===== src/rtl/trpd_pkg.sv =====
// Shared types, constants and the debounce event update for the touch region press debouncer.
`default_nettype none

package trpd_pkg;

	localparam int unsigned TIME_W   = 48;
	localparam int unsigned COORD_W  = 12;
	localparam int unsigned CENTER_W = 13;
	localparam int unsigned RADIUS_W = 12;
	localparam int unsigned RECT_W   = 13;
	localparam int unsigned DEB_W    = 16;
	localparam int unsigned DUS_W    = 26;
	localparam int unsigned RSQ_W    = 2 * RADIUS_W;
	localparam int unsigned CFG_W    = 16;

	localparam logic [9:0] US_PER_MS = 10'd1000;

	typedef enum logic [2:0] {
		REG_CENTER_X     = 3'd0,
		REG_CENTER_Y     = 3'd1,
		REG_SHAPE_CIRCLE = 3'd2,
		REG_RADIUS       = 3'd3,
		REG_RECT_WIDTH   = 3'd4,
		REG_RECT_HEIGHT  = 3'd5,
		REG_DEBOUNCE_MS  = 3'd6,
		REG_TOUCH_ENABLE = 3'd7
	} cfg_reg_t;

	// region geometry handed to the hit test
	typedef struct packed {
		logic signed [CENTER_W-1:0] center_x;
		logic signed [CENTER_W-1:0] center_y;
		logic                       shape_circle;
		logic [RSQ_W-1:0]           radius_sq;
		logic [RECT_W-1:0]          rect_width;
		logic [RECT_W-1:0]          rect_height;
	} region_t;

	// second pipeline stage: sample reduced to a hit bit
	typedef struct packed {
		logic [TIME_W-1:0] now_us;
		logic              pen_down;
		logic              hit;
		logic              ack_press;
		logic              ack_release;
		logic              ack_press_outside;
	} hit_word_t;

	typedef struct packed {
		logic              touched;
		logic              outside;
		logic              press_active;
		logic              press_acked;
		logic              press_debouncing;
		logic [TIME_W-1:0] press_deadline;
		logic              release_active;
		logic              release_acked;
		logic              release_debouncing;
		logic [TIME_W-1:0] release_deadline;
		logic              outside_active;
		logic              outside_acked;
		logic              outside_debouncing;
		logic [TIME_W-1:0] outside_deadline;
	} ev_state_t;

	// one pass of the press / release / press-outside timers; dl is now plus debounce, saturated
	function automatic ev_state_t trpd_run_events(ev_state_t cur, logic [TIME_W-1:0] now,
			logic [TIME_W-1:0] dl);
		ev_state_t s;
		s = cur;
		if (!s.press_active && s.touched && !s.press_debouncing) begin
			s.press_debouncing = 1'b1;
			s.press_active     = 1'b1;
			s.press_acked      = 1'b0;
			s.press_deadline   = dl;
		end
		if (s.press_debouncing && (now >= s.press_deadline) && !s.touched) begin
			s.press_active       = 1'b0;
			s.press_debouncing   = 1'b0;
			s.release_active     = 1'b1;
			s.release_deadline   = dl;
			s.release_debouncing = 1'b1;
			s.release_acked      = 1'b0;
		end
		if (s.release_debouncing && (now >= s.release_deadline)) begin
			s.release_active     = 1'b0;
			s.release_debouncing = 1'b0;
		end
		if (s.press_active && s.press_acked) s.press_active = 1'b0;
		if (s.release_active && s.release_acked) s.release_active = 1'b0;
		if (!s.outside_active && s.outside && !s.outside_debouncing) begin
			s.outside_debouncing = 1'b1;
			s.outside_active     = 1'b1;
			s.outside_acked      = 1'b0;
			s.outside_deadline   = dl;
		end
		if (s.outside_debouncing && (now >= s.outside_deadline)) begin
			s.outside_active     = 1'b0;
			s.outside_debouncing = 1'b0;
		end
		if (s.outside_active && s.outside_acked) s.outside_active = 1'b0;
		return s;
	endfunction

endpackage

`default_nettype wire


===== src/rtl/touch_region_press_debouncer.sv =====
// Touch region press debouncer: three-stage sample pipeline with debounced event timers.
// An accepted word passes the stage 1 and stage 2 registers into the result register.
// Throughput: one word per cycle while out_stall is low; stage 1 registers the sample,
// stage 2 the hit test, stage 3 updates the flags and deadlines and holds the result until taken.
// Each stage refills as soon as its word moves on; input stalls only when all three are full and out_stall is high.
// Reset clears the valid flags, configuration and event state; the first-sample flag comes up set.
`default_nettype none

module touch_region_press_debouncer (
	input  wire logic                            clk,
	input  wire logic                            arst_n,
	input  wire logic                            cfg_wr_en,
	input  wire logic [2:0]                      cfg_index,
	input  wire logic [trpd_pkg::CFG_W-1:0]      cfg_data,
	input  wire logic                            in_valid,
	output logic                                 in_stall,
	input  wire logic [trpd_pkg::TIME_W-1:0]     now_us,
	input  wire logic                            pen_down,
	input  wire logic [trpd_pkg::COORD_W-1:0]    touch_x,
	input  wire logic [trpd_pkg::COORD_W-1:0]    touch_y,
	input  wire logic                            ack_press,
	input  wire logic                            ack_release,
	input  wire logic                            ack_press_outside,
	output logic                                 out_valid,
	input  wire logic                            out_stall,
	output logic                                 is_touched,
	output logic                                 is_touched_outside,
	output logic                                 press_event,
	output logic                                 release_event,
	output logic                                 press_outside_event
);
	import trpd_pkg::*;

	// configuration
	region_t            region_q;
	logic [DUS_W-1:0]   debounce_us_q;
	logic               touch_enable_q;
	logic               first_sample_q;
	cfg_reg_t           cfg_sel;

	// pipeline
	logic                 s1_valid_q, s2_valid_q, out_valid_q;
	logic [TIME_W-1:0]    now_s1;
	logic                 pen_s1, ack_p_s1, ack_r_s1, ack_o_s1;
	logic [COORD_W-1:0]   x_s1, y_s1;
	hit_word_t            word_s2;
	logic                 hit_s1;
	logic                 en_s1, en_s2, en_out, step;

	// event state
	ev_state_t            ev_q, ev_nxt;
	logic [TIME_W:0]      dl_sum;
	logic [TIME_W-1:0]    dl;
	logic [4:0]           res_q;

	assign cfg_sel = cfg_reg_t'(cfg_index);

	always_ff @(posedge clk or negedge arst_n) begin
		if (!arst_n) begin
			region_q       <= '0;
			debounce_us_q  <= '0;
			touch_enable_q <= 1'b0;
		end else if (cfg_wr_en) begin
			unique case (cfg_sel)
				REG_CENTER_X:     region_q.center_x <= signed'(cfg_data[CENTER_W-1:0]);
				REG_CENTER_Y:     region_q.center_y <= signed'(cfg_data[CENTER_W-1:0]);
				REG_SHAPE_CIRCLE: region_q.shape_circle <= cfg_data[0];
				REG_RADIUS:       region_q.radius_sq <= RSQ_W'(cfg_data[RADIUS_W-1:0])
				                                        * RSQ_W'(cfg_data[RADIUS_W-1:0]);
				REG_RECT_WIDTH:   region_q.rect_width <= cfg_data[RECT_W-1:0];
				REG_RECT_HEIGHT:  region_q.rect_height <= cfg_data[RECT_W-1:0];
				REG_DEBOUNCE_MS:  debounce_us_q <= DUS_W'(cfg_data) * DUS_W'(US_PER_MS);
				REG_TOUCH_ENABLE: touch_enable_q <= cfg_data[0];
				default:          touch_enable_q <= touch_enable_q;
			endcase
		end
	end

	// per-stage enables: a stage loads when empty or when its word moves on
	assign en_out   = !out_valid_q || !out_stall;
	assign en_s2    = !s2_valid_q || en_out;
	assign en_s1    = !s1_valid_q || en_s2;
	assign in_stall = !en_s1;
	assign step     = s2_valid_q && en_out;

	always_ff @(posedge clk or negedge arst_n) begin
		if (!arst_n) begin
			s1_valid_q  <= 1'b0;
			s2_valid_q  <= 1'b0;
			out_valid_q <= 1'b0;
		end else begin
			if (en_s1) s1_valid_q <= in_valid;
			if (en_s2) s2_valid_q <= s1_valid_q;
			if (en_out) out_valid_q <= s2_valid_q;
		end
	end

	always_ff @(posedge clk) begin
		if (in_valid && en_s1) begin
			now_s1   <= now_us;
			pen_s1   <= pen_down;
			x_s1     <= touch_x;
			y_s1     <= touch_y;
			ack_p_s1 <= ack_press;
			ack_r_s1 <= ack_release;
			ack_o_s1 <= ack_press_outside;
		end
		if (s1_valid_q && en_s2) begin
			word_s2.now_us            <= now_s1;
			word_s2.pen_down          <= pen_s1;
			word_s2.hit               <= hit_s1;
			word_s2.ack_press         <= ack_p_s1;
			word_s2.ack_release       <= ack_r_s1;
			word_s2.ack_press_outside <= ack_o_s1;
		end
	end

	trpd_hit u_hit (
		.x      (x_s1),
		.y      (y_s1),
		.region (region_q),
		.hit    (hit_s1)
	);

	// stage 3: acks, flag update, two event passes on the first sample
	always_comb begin
		ev_nxt = ev_q;
		dl_sum = {1'b0, word_s2.now_us} + (TIME_W+1)'(debounce_us_q);
		dl     = dl_sum[TIME_W] ? '1 : dl_sum[TIME_W-1:0];
		if (word_s2.ack_press && ev_nxt.press_active) ev_nxt.press_acked = 1'b1;
		if (word_s2.ack_release && ev_nxt.release_active) ev_nxt.release_acked = 1'b1;
		if (word_s2.ack_press_outside && ev_nxt.outside_active) ev_nxt.outside_acked = 1'b1;
		if (touch_enable_q) begin
			if (!word_s2.pen_down) begin
				ev_nxt.touched = 1'b0;
				ev_nxt.outside = 1'b0;
			end else if (word_s2.hit) begin
				ev_nxt.touched = 1'b1;
			end else begin
				ev_nxt.touched = 1'b0;
				ev_nxt.outside = 1'b1;
			end
		end
		ev_nxt = trpd_run_events(ev_nxt, word_s2.now_us, dl);
		if (first_sample_q) begin
			if (ev_nxt.press_active) ev_nxt.press_acked = 1'b1;
			if (ev_nxt.release_active) ev_nxt.release_acked = 1'b1;
			ev_nxt = trpd_run_events(ev_nxt, word_s2.now_us, dl);
		end
	end

	always_ff @(posedge clk or negedge arst_n) begin
		if (!arst_n) begin
			ev_q           <= '0;
			first_sample_q <= 1'b1;
		end else begin
			if (step) ev_q <= ev_nxt;
			if (cfg_wr_en && cfg_sel == REG_TOUCH_ENABLE && cfg_data[0]) begin
				first_sample_q <= 1'b1;
			end else if (step) begin
				first_sample_q <= 1'b0;
			end
		end
	end

	always_ff @(posedge clk) begin
		if (step) begin
			res_q <= {ev_nxt.touched, ev_nxt.outside, ev_nxt.press_active,
			          ev_nxt.release_active, ev_nxt.outside_active};
		end
	end

	assign out_valid           = out_valid_q;
	assign is_touched          = res_q[4];
	assign is_touched_outside  = res_q[3];
	assign press_event         = res_q[2];
	assign release_event       = res_q[1];
	assign press_outside_event = res_q[0];

	a_press_needs_timer: assert property (@(posedge clk) disable iff (!arst_n)
		ev_q.press_active |-> ev_q.press_debouncing)
		else $error("press active without its debounce timer");

	a_release_needs_timer: assert property (@(posedge clk) disable iff (!arst_n)
		ev_q.release_active |-> ev_q.release_debouncing)
		else $error("release active without its debounce timer");

	a_outside_needs_timer: assert property (@(posedge clk) disable iff (!arst_n)
		ev_q.outside_active |-> ev_q.outside_debouncing)
		else $error("press-outside active without its debounce timer");

	a_empty_out_takes_input: assert property (@(posedge clk) disable iff (!arst_n)
		!out_valid_q |-> !in_stall)
		else $error("input stalled with empty result register");

	a_first_sample_clears: assert property (@(posedge clk) disable iff (!arst_n)
		(step && !cfg_wr_en) |=> !first_sample_q)
		else $error("first-sample flag survived a processed word");

endmodule

`default_nettype wire


===== src/rtl/trpd_hit.sv =====
// Hit test of one touch point against a rectangle or circle region.
`default_nettype none

module trpd_hit (
	input  wire logic [trpd_pkg::COORD_W-1:0] x,
	input  wire logic [trpd_pkg::COORD_W-1:0] y,
	input  wire trpd_pkg::region_t            region,
	output logic                              hit
);
	import trpd_pkg::*;

	logic signed [14:0] xs, ys, cx, cy, hw, hh;
	logic signed [14:0] dx, dy;
	logic signed [29:0] dx2, dy2;
	logic signed [30:0] dist_sq;
	logic               in_rect, in_circle;

	always_comb begin
		xs = signed'({3'b000, x});
		ys = signed'({3'b000, y});
		cx = 15'(region.center_x);
		cy = 15'(region.center_y);
		// half sizes truncate
		hw = signed'({3'b000, region.rect_width[RECT_W-1:1]});
		hh = signed'({3'b000, region.rect_height[RECT_W-1:1]});
		dx = xs - cx;
		dy = ys - cy;
		dx2 = 30'(dx) * 30'(dx);
		dy2 = 30'(dy) * 30'(dy);
		dist_sq = 31'(dx2) + 31'(dy2);
		in_rect = (xs >= cx - hw) && (xs <= cx + hw) && (ys >= cy - hh) && (ys <= cy + hh);
		in_circle = dist_sq <= signed'({7'd0, region.radius_sq});
		hit = region.shape_circle ? in_circle : in_rect;
	end

endmodule

`default_nettype wire

===== config.mk =====
export PLATFORM = sky130hd
export DESIGN_NAME = touch_region_press_debouncer
export DESIGN_NICKNAME = d
export VERILOG_FILES = /design/src/rtl/trpd_pkg.sv /design/src/rtl/touch_region_press_debouncer.sv /design/src/rtl/trpd_hit.sv
export SDC_FILE = /design/constraint.sdc
export NUM_CORES = 2
export LEC_CHECK = 0
export BUFFER_PORTS_ARGS = -buffer_cell sky130_fd_sc_hd__buf_4
export CAP_MARGIN = 15
export CORE_MARGIN = 5
export CORE_UTILIZATION = 50
export CTS_CLUSTER_DIAMETER = 200
export DETAILED_ROUTE_END_ITERATION = 16
export GPL_TIMING_DRIVEN = 0
export PLACE_DENSITY = 0.68
export SLEW_MARGIN = 15
export SYNTH_ARGS = -nofsm -noshare
export SYNTH_HDL_FRONTEND = slang
export SYNTH_SLANG_ARGS = --single-unit
export TNS_END_PERCENT = 100

===== constraint.sdc =====
create_clock -name clk -period 12.91 [get_ports clk]
set_clock_uncertainty 0.15 [all_clocks]
set_input_delay 3.873 -clock clk [delete_from_list [all_inputs] [get_ports clk]]
set_output_delay 3.873 -clock clk [all_outputs]
set_load 0.01 [all_outputs]

; ---- Word level (Yosys, flattened, before mapping)
; Cells that the tools add are included.
[totals]
reg_bits = 394
in_bits = 100
output_inout_bits = 7
wordCells = 174
[classes]
addsub = 8
multipliers = 4
magnitude_cmp = 11
n_eq_ne = 7
n_mux = 44
n_reduce_logical = 60
[op_table]
columns = operator, n
row1 = 2-to-1 mux 51 bit, 9
row2 = >= comparator 48 bit, 6
row3 = 2-to-1 mux 153 bit, 1
row4 = multiplier 14 x 14 -> 28 bit, 2
row5 = subtractor 13 x 13 -> 14 bit, 4
row6 = adder 48 x 26 -> 49 bit, 1
row7 = 2-to-1 mux 48 bit, 1
row8 = logical AND 1 bit, 33
row9 = adder 30 x 30 -> 31 bit, 1
row10 = <= comparator 31 x 25 -> 1 bit, 1
row11 = 2-to-1 mux 1 bit, 31
row12 = >= comparator 13 x 15 -> 1 bit, 2
row13 = <= comparator 13 x 15 -> 1 bit, 2
row14 = adder 13 x 13 -> 14 bit, 2
row15 = multiplier 12 x 12 -> 24 bit, 1
row16 = "multiplier 16 x 7 -> 23 bit, second input constant", 1
row17 = AND reduction 2 bit, 8
row18 = logical NOT 1 bit, 14
row19 = "== test 3 bit, second input constant", 4
row20 = "== test 3 x 2 -> 1 bit, second input constant", 2
row21 = 2-to-1 mux 2 bit, 2
row22 = "== test 3 x 1 -> 1 bit, second input constant", 1
row23 = logical NOT 3 bit, 1
row24 = logical OR 1 bit, 3
row25 = nonzero test 2 bit, 1

; ---- Logic depth before layout (Yosys ltp)
[logic_depth]
ltp_word = 29
ltp_mapped = 51
ltp_nobuf = 51

; ---- Hierarchy
; From an unflattened synthesis, not the netlist that was laid out.
[unflattened]
hier_cells = 5240
hier_area_um2 = 49817.8
[by_module_without_submodules]
columns = module, instances, cells_per_inst, area_per_inst_um2
row1 = touch_region_press_debouncer, 1, 3117, 31073.6
row2 = trpd_hit, 1, 2123, 18744.2

; ---- Worst setup path after synthesis
; OpenSTA, ideal clock, no wires.
[synth_timing]
path_type = register -> register
startpoint = register region_q[65] (netlist name)
endpoint = register word_s2[3] (netlist name), data pin
setup_ns = 0.269
arrival_time_ns = 10.350
t_required_ns = 12.491
setup_slack_ns = 2.141
path_stages_with_launch = 46
path_buffers = 1
synth_period_minus_slack_ns = 10.769
cell_sequence = dfrtp_1 -> inv_1 -> ha_1 -> nor2b_1 -> o21ai_0 -> a21boi_0 -> o21ai_0 -> a21boi_0 -> o21ai_0 -> a21boi_0 -> o21ai_0 -> nand2b_1 -> xnor2_1 -> clkbuf_1 -> nor2_1 -> fa_1 -> fa_1 -> fa_1 -> (+10 left out) -> ha_1 -> or2_2 -> a2111o_1 -> nand2_1 -> o21ai_0 -> a31oi_1 -> o21ai_0 -> o41ai_1 -> xnor2_1 -> ha_1 -> nand4_1 -> or2_2 -> nor2_1 -> a21boi_0 -> o32a_1 -> a21oi_1 -> o211ai_1 -> o211ai_1
[synth_via]
elab_chain_cells = 6
word_cells_on_any_way = 12
cone_classes = add/sub: 4 / mul: 1 / order compare: 3 / mux: 1 / reduce/logical: 3
[synth_rtl]
columns = element, line_no
row1 = from (decl), touch_region_press_debouncer.sv:35  ; region_t region_q;
row2 = branches (longest 5 deep; another with adder 30 x 30 -> 31 bit), -
row3 = 2-to-1 mux 1 bit (*), trpd_hit.sv:33  ; hit = region.shape_circle ? in_circle : in_rect;
row4 = via hit_s1, touch_region_press_debouncer.sv:47  ; logic hit_s1;
row5 = to (decl), touch_region_press_debouncer.sv:46  ; hit_word_t word_s2;
; Mark *: on every way through the listed nets, which the timed path passes.
; A chain may end at the register's enable or synchronous reset.

; ---- Worst setup path after layout
[layout_timing]
startpoint = register word_s2[29] (netlist name)
endpoint = register ev_q[101] (netlist name)
[layout_via]
elab_chain_cells = 26
word_cells_on_any_way = 36
cone_classes = add/sub: 1 / order compare: 4 / mux: 18 / reduce/logical: 13
[layout_rtl]
columns = element, line_no
row1 = adder 48 x 26 -> 49 bit, touch_region_press_debouncer.sv:128  ; dl_sum = {1'b0, word_s2.now_us} + (TIME_W+1)'(debounce_us_q);
row2 = 2-to-1 mux 48 bit, touch_region_press_debouncer.sv:129  ; dl = dl_sum[TIME_W] ? '1 : dl_sum[TIME_W-1:0];
row3 = 2-to-1 mux 51 bit, trpd_pkg.sv:71  ; if (!s.press_active && s.touched && !s.press_debouncing) begin
row4 = >= comparator 48 bit, trpd_pkg.sv:77  ; if (s.press_debouncing && (now >= s.press_deadline) && !s.touched) begin
row5 = logical AND 1 bit (2 in series), trpd_pkg.sv:77
row6 = 2-to-1 mux 1 bit, trpd_pkg.sv:77
row7 = logical AND 1 bit, trpd_pkg.sv:89  ; if (s.press_active && s.press_acked) s.press_active = 1'b0;
row8 = 2-to-1 mux 1 bit, trpd_pkg.sv:89
row9 = (+9 left out), -
row10 = 2-to-1 mux 51 bit, touch_region_press_debouncer.sv:145  ; if (first_sample_q) begin
row11 = >= comparator 48 bit, trpd_pkg.sv:85  ; if (s.release_debouncing && (now >= s.release_deadline)) begin
row12 = logical AND 1 bit, trpd_pkg.sv:85
row13 = 2-to-1 mux 1 bit, trpd_pkg.sv:85
row14 = 2-to-1 mux 1 bit, touch_region_press_debouncer.sv:145
row15 = logical AND 1 bit, trpd_pkg.sv:90  ; if (s.release_active && s.release_acked) s.release_active = 1'b0;
row16 = 2-to-1 mux 1 bit, trpd_pkg.sv:90
row17 = 2-to-1 mux 153 bit (*), touch_region_press_debouncer.sv:145
row18 = to (signal assigned), touch_region_press_debouncer.sv:157  ; if (step) ev_q <= ev_nxt;
row19 = to (decl), touch_region_press_debouncer.sv:51  ; ev_state_t ev_q, ev_nxt;
; Mark *: on every way between the ends. The rest lies on a longest branch, timed or not. The select of a mux whose other input is x is not followed.

==> run summary <==
Result of the run = complete, no violations
GPL Wtd Cong = 0.974
Clock period minus final worst setup slack = 12.29 ns
Worst hold margin = 0.268 ns
Antenna violations before repair = 8
Launch instance of the worst register-to-register path = word_s2[29]
Total setup violations reported at the end of the flow = 0
Top post-synthesis cells by area = sky130_fd_sc_hd__fa_1 20%, sky130_fd_sc_hd__ha_1 18%, sky130_fd_sc_hd__dfrtp_1 13%, sky130_fd_sc_hd__edfxtp_1 8.1%, sky130_fd_sc_hd__inv_1 4.7%
DIE HEIGHT = 326 um
Post-synthesis cell type count = 92
TritonCTS clock tree = built
Horizontal extent of the die = 326 um
Number of nets with antenna violations after routing = 0
Sequential cell area = 10500 um2
Number of enable-type register cells in the synthesized netlist = 134
Cell occurring most often along the worst timing path = sky130_fd_sc_hd__nor2_1
Initial DRC Count = 2489
Highest Clock Rate = 81.3 MHz
Post-Layout Cell Count = 6781
Total DRC errors in the routed layout = 0
Mean number of vias per cell = 5.77
Clock sinks = 391
Met3 GRT Util = 3.96%
Fraction of final layout cells with drive strength greater than 1 = 9.53%
Synth-to-layout area growth = 9.60%
Crit-path max FO = 10
Floorplan die area = 106000 um2
Synthesized area divided by synthesized cell count = 9.50 um2
Relative slew slack = 18.9%
Type of element capturing the critical path = flip-flop
Slowest stage cell on the critical path = sky130_fd_sc_hd__a211oi_1
Layout filler cell count = 8947
GRT Resource Usage Total = 26.8%
Nets = 6753
Number of global-route vias before repair = 40000
Standard-cell row count = 116
Start point of the critical path = word_s2[29]
Largest area contributor in the netlist = sky130_fd_sc_hd__fa_1
Via total after detailed routing = 39100
Number of detailed-routing iterations run before antenna repair = 6
Most frequent cell after synthesis = sky130_fd_sc_hd__ha_1
Top Ports = 107
Cell area after technology mapping = 50000 um2
Count of final max-slew check failures = 0
Placeable core region = 99700 um2
Clock tree root driver cell = sky130_fd_sc_hd__clkbuf_16
Number of input and output port buffers inserted = 104
Initial cell density of the core = 50.1%
Cell count after placement = 6673
Ranking of synthesized cells by instance count = 721 x sky130_fd_sc_hd__ha_1, 629 x sky130_fd_sc_hd__inv_1, 494 x sky130_fd_sc_hd__fa_1
Final HPWL DP = 114 mm
Placement-stage cell area = 52600 um2
Maximum number of pins on one net before global-route repair = 79
Total Neg Setup Slack = 0 ns
Flip-flop cell with the highest count after synthesis = sky130_fd_sc_hd__dfrtp_1
Clk Latency, worst-skew pair = 0.64 ns
Count of max-cap constraint violations = 0
Routed len/inst = 21.1 um
Wire length of the first global-routing pass = 225 mm
Transition time at the pin with the least slew margin = 1.22 ns
Top Usage Layer GRT = met2
Critical path launch point type = flip-flop
Clock slew at reported path FFs = 0.06 ns
Final hold violations = 0
Part of the Yosys area used for sequential elements = 20.9%
Total non-filler cell area in the finished layout = 54800 um2
Routed Wire Length = 143 mm
Final worst path period share = 95.2%
Maximum clock path buffer count = 3
H-Tree Depth = 2
Top-area cell type share of the netlist area = 19.8%
Fraction of synthesis flops using an asynchronous set or reset pin = 65.7%
Met1 usage = 34.3%
Combined area of the multi-input logic cells = 36700 um2
Tightest Hold Check Type = flip-flop to flip-flop
Number of warnings reported in the yosys synthesis log = 0
Syn Inst Count = 5261
Inserted Clock Buffers = 49
Largest stage delay on the critical path = 0.87 ns
Hold wc startpoint = now_s1[34]
Hold-fix buffers, CTS = 0
Critical path start-end classification = flip-flop to flip-flop
Flip-flop and latch count after synthesis = 391
Signal arrival time at the worst endpoint = 12.70 ns
Remaining Overflow, GRT = 0
Data required time at the worst endpoint = 13.31 ns
Global-route met2 utilization = 45.4%
==> routing by layer <==
layer,share of wire [%],up-vias
li1,-,18400
met1,41,19300
met2,48,1136
met3,6.1,318
met4,5.1,4
met5,0.019,-
==> worst max-delay path, delay by kind of cell, from the launching register on <==
family,cells,cell delay [ns]
mux,1,0.21
flops,1,0.61
compound gates,16,5.47
fa+ha+maj,3,1.19
simple gates,11,3.24
buf+inv,3,1.30
==> sequential cells by signal (all words and copies together) (netlist names) <==
signal          cells
x_s1               12
now_s1             48
y_s1               12
touch_enable_q      1
first_sample_q      1
ev_q              155
word_s2            53
pen_s1              1
out_valid           1
s1_valid_q          1
s2_valid_q          1
ack_r_s1            1
ack_p_s1            1
debounce_us_q      23
region_q           74
res_q               5
ack_o_s1            1
==> metrics by stage <==
stage | utilization (%) | worst slack (ns)
floorplan | - | 2.14
global placement | 52.5 | -0.115
detailed placement | 52.8 | -0.192
CTS | 54.7 | 0.0426
global route | 54.9 | -0.0521
finish | 54.9 | 0.616
==> cells by family (layout without fill, tap and decap cells) <==
family | after synthesis | in the layout | share of synthesized area (%)
AOI/OAI and AO/OA | 1048 | 1048 | 13.0
xor gates and xnor gates | 217 | 217 | 3.80
adders and majority gates | 1215 | 1215 | 37.8
buffers and inverters | 788 | 1004 | 6.05
DFF | 391 | 391 | 20.9
muxes | 288 | 288 | 6.32
other | 2 | 8 | 0.0150
and+or+nand+nor | 1312 | 1312 | 12.1
==> layout by cell type (no fill, tap or decap), drive strengths merged, types with 44 or more instances in the layout <==
cell type,netlist,final
nor3,61,61
mux2i,95,95
nor2,467,467
nand4,69,69
and2,49,49
dfrtp,256,256
nand2b,55,55
clkbuf,116,175
fa,494,494
buf,33,159
o21ai,303,303
xor2,50,50
xnor2,167,167
nand3,57,57
edfxtp,134,134
o21a,44,44
a21oi,317,317
nand2,385,385
a21o,138,138
inv,631,637
ha,721,721
mux2,193,193
==> path summary, 6_finish.rpt <==
kind / to / slack, ns / cells past startpoint
setup / recovery: ev_q[101] / 0.62 / 34
setup reg to reg: ev_q[101] / 0.62 / 34
min in group asynchronous: ev_q[62] / 3.02 / 1
max in group asynchronous: first_sample_q / 8.42 / 3
hold / removal: word_s2[39] / 0.27 / 0
hold reg to reg: word_s2[39] / 0.27 / 0
==> final cells by class <==
cell class / instances / share of cell area (%)
diodes: 4 / 0.0183
plain buffers: 145 / 1.16
clock buffers: 62 / 2.54
clock inverters: 30 / 0.859
inverters: 639 / 4.38
multi-input cells: 4084 / 67.0
flip-flops and latches: 391 / 19.1
well taps: 1298 / 2.96
repair buffers: 128 / 1.96
==> what timing repair did <==
item,4_1_cts,5_1_grt
gates resized for setup,7,58
gates cloned,0,0
pin swaps,1,15
setup buffers,0,15
endpoints found under the setup margin,1,1
Power is left out: the tool's default activity adds up to more than one toggle a clock period on the data nets, which glitch-free logic cannot reach.
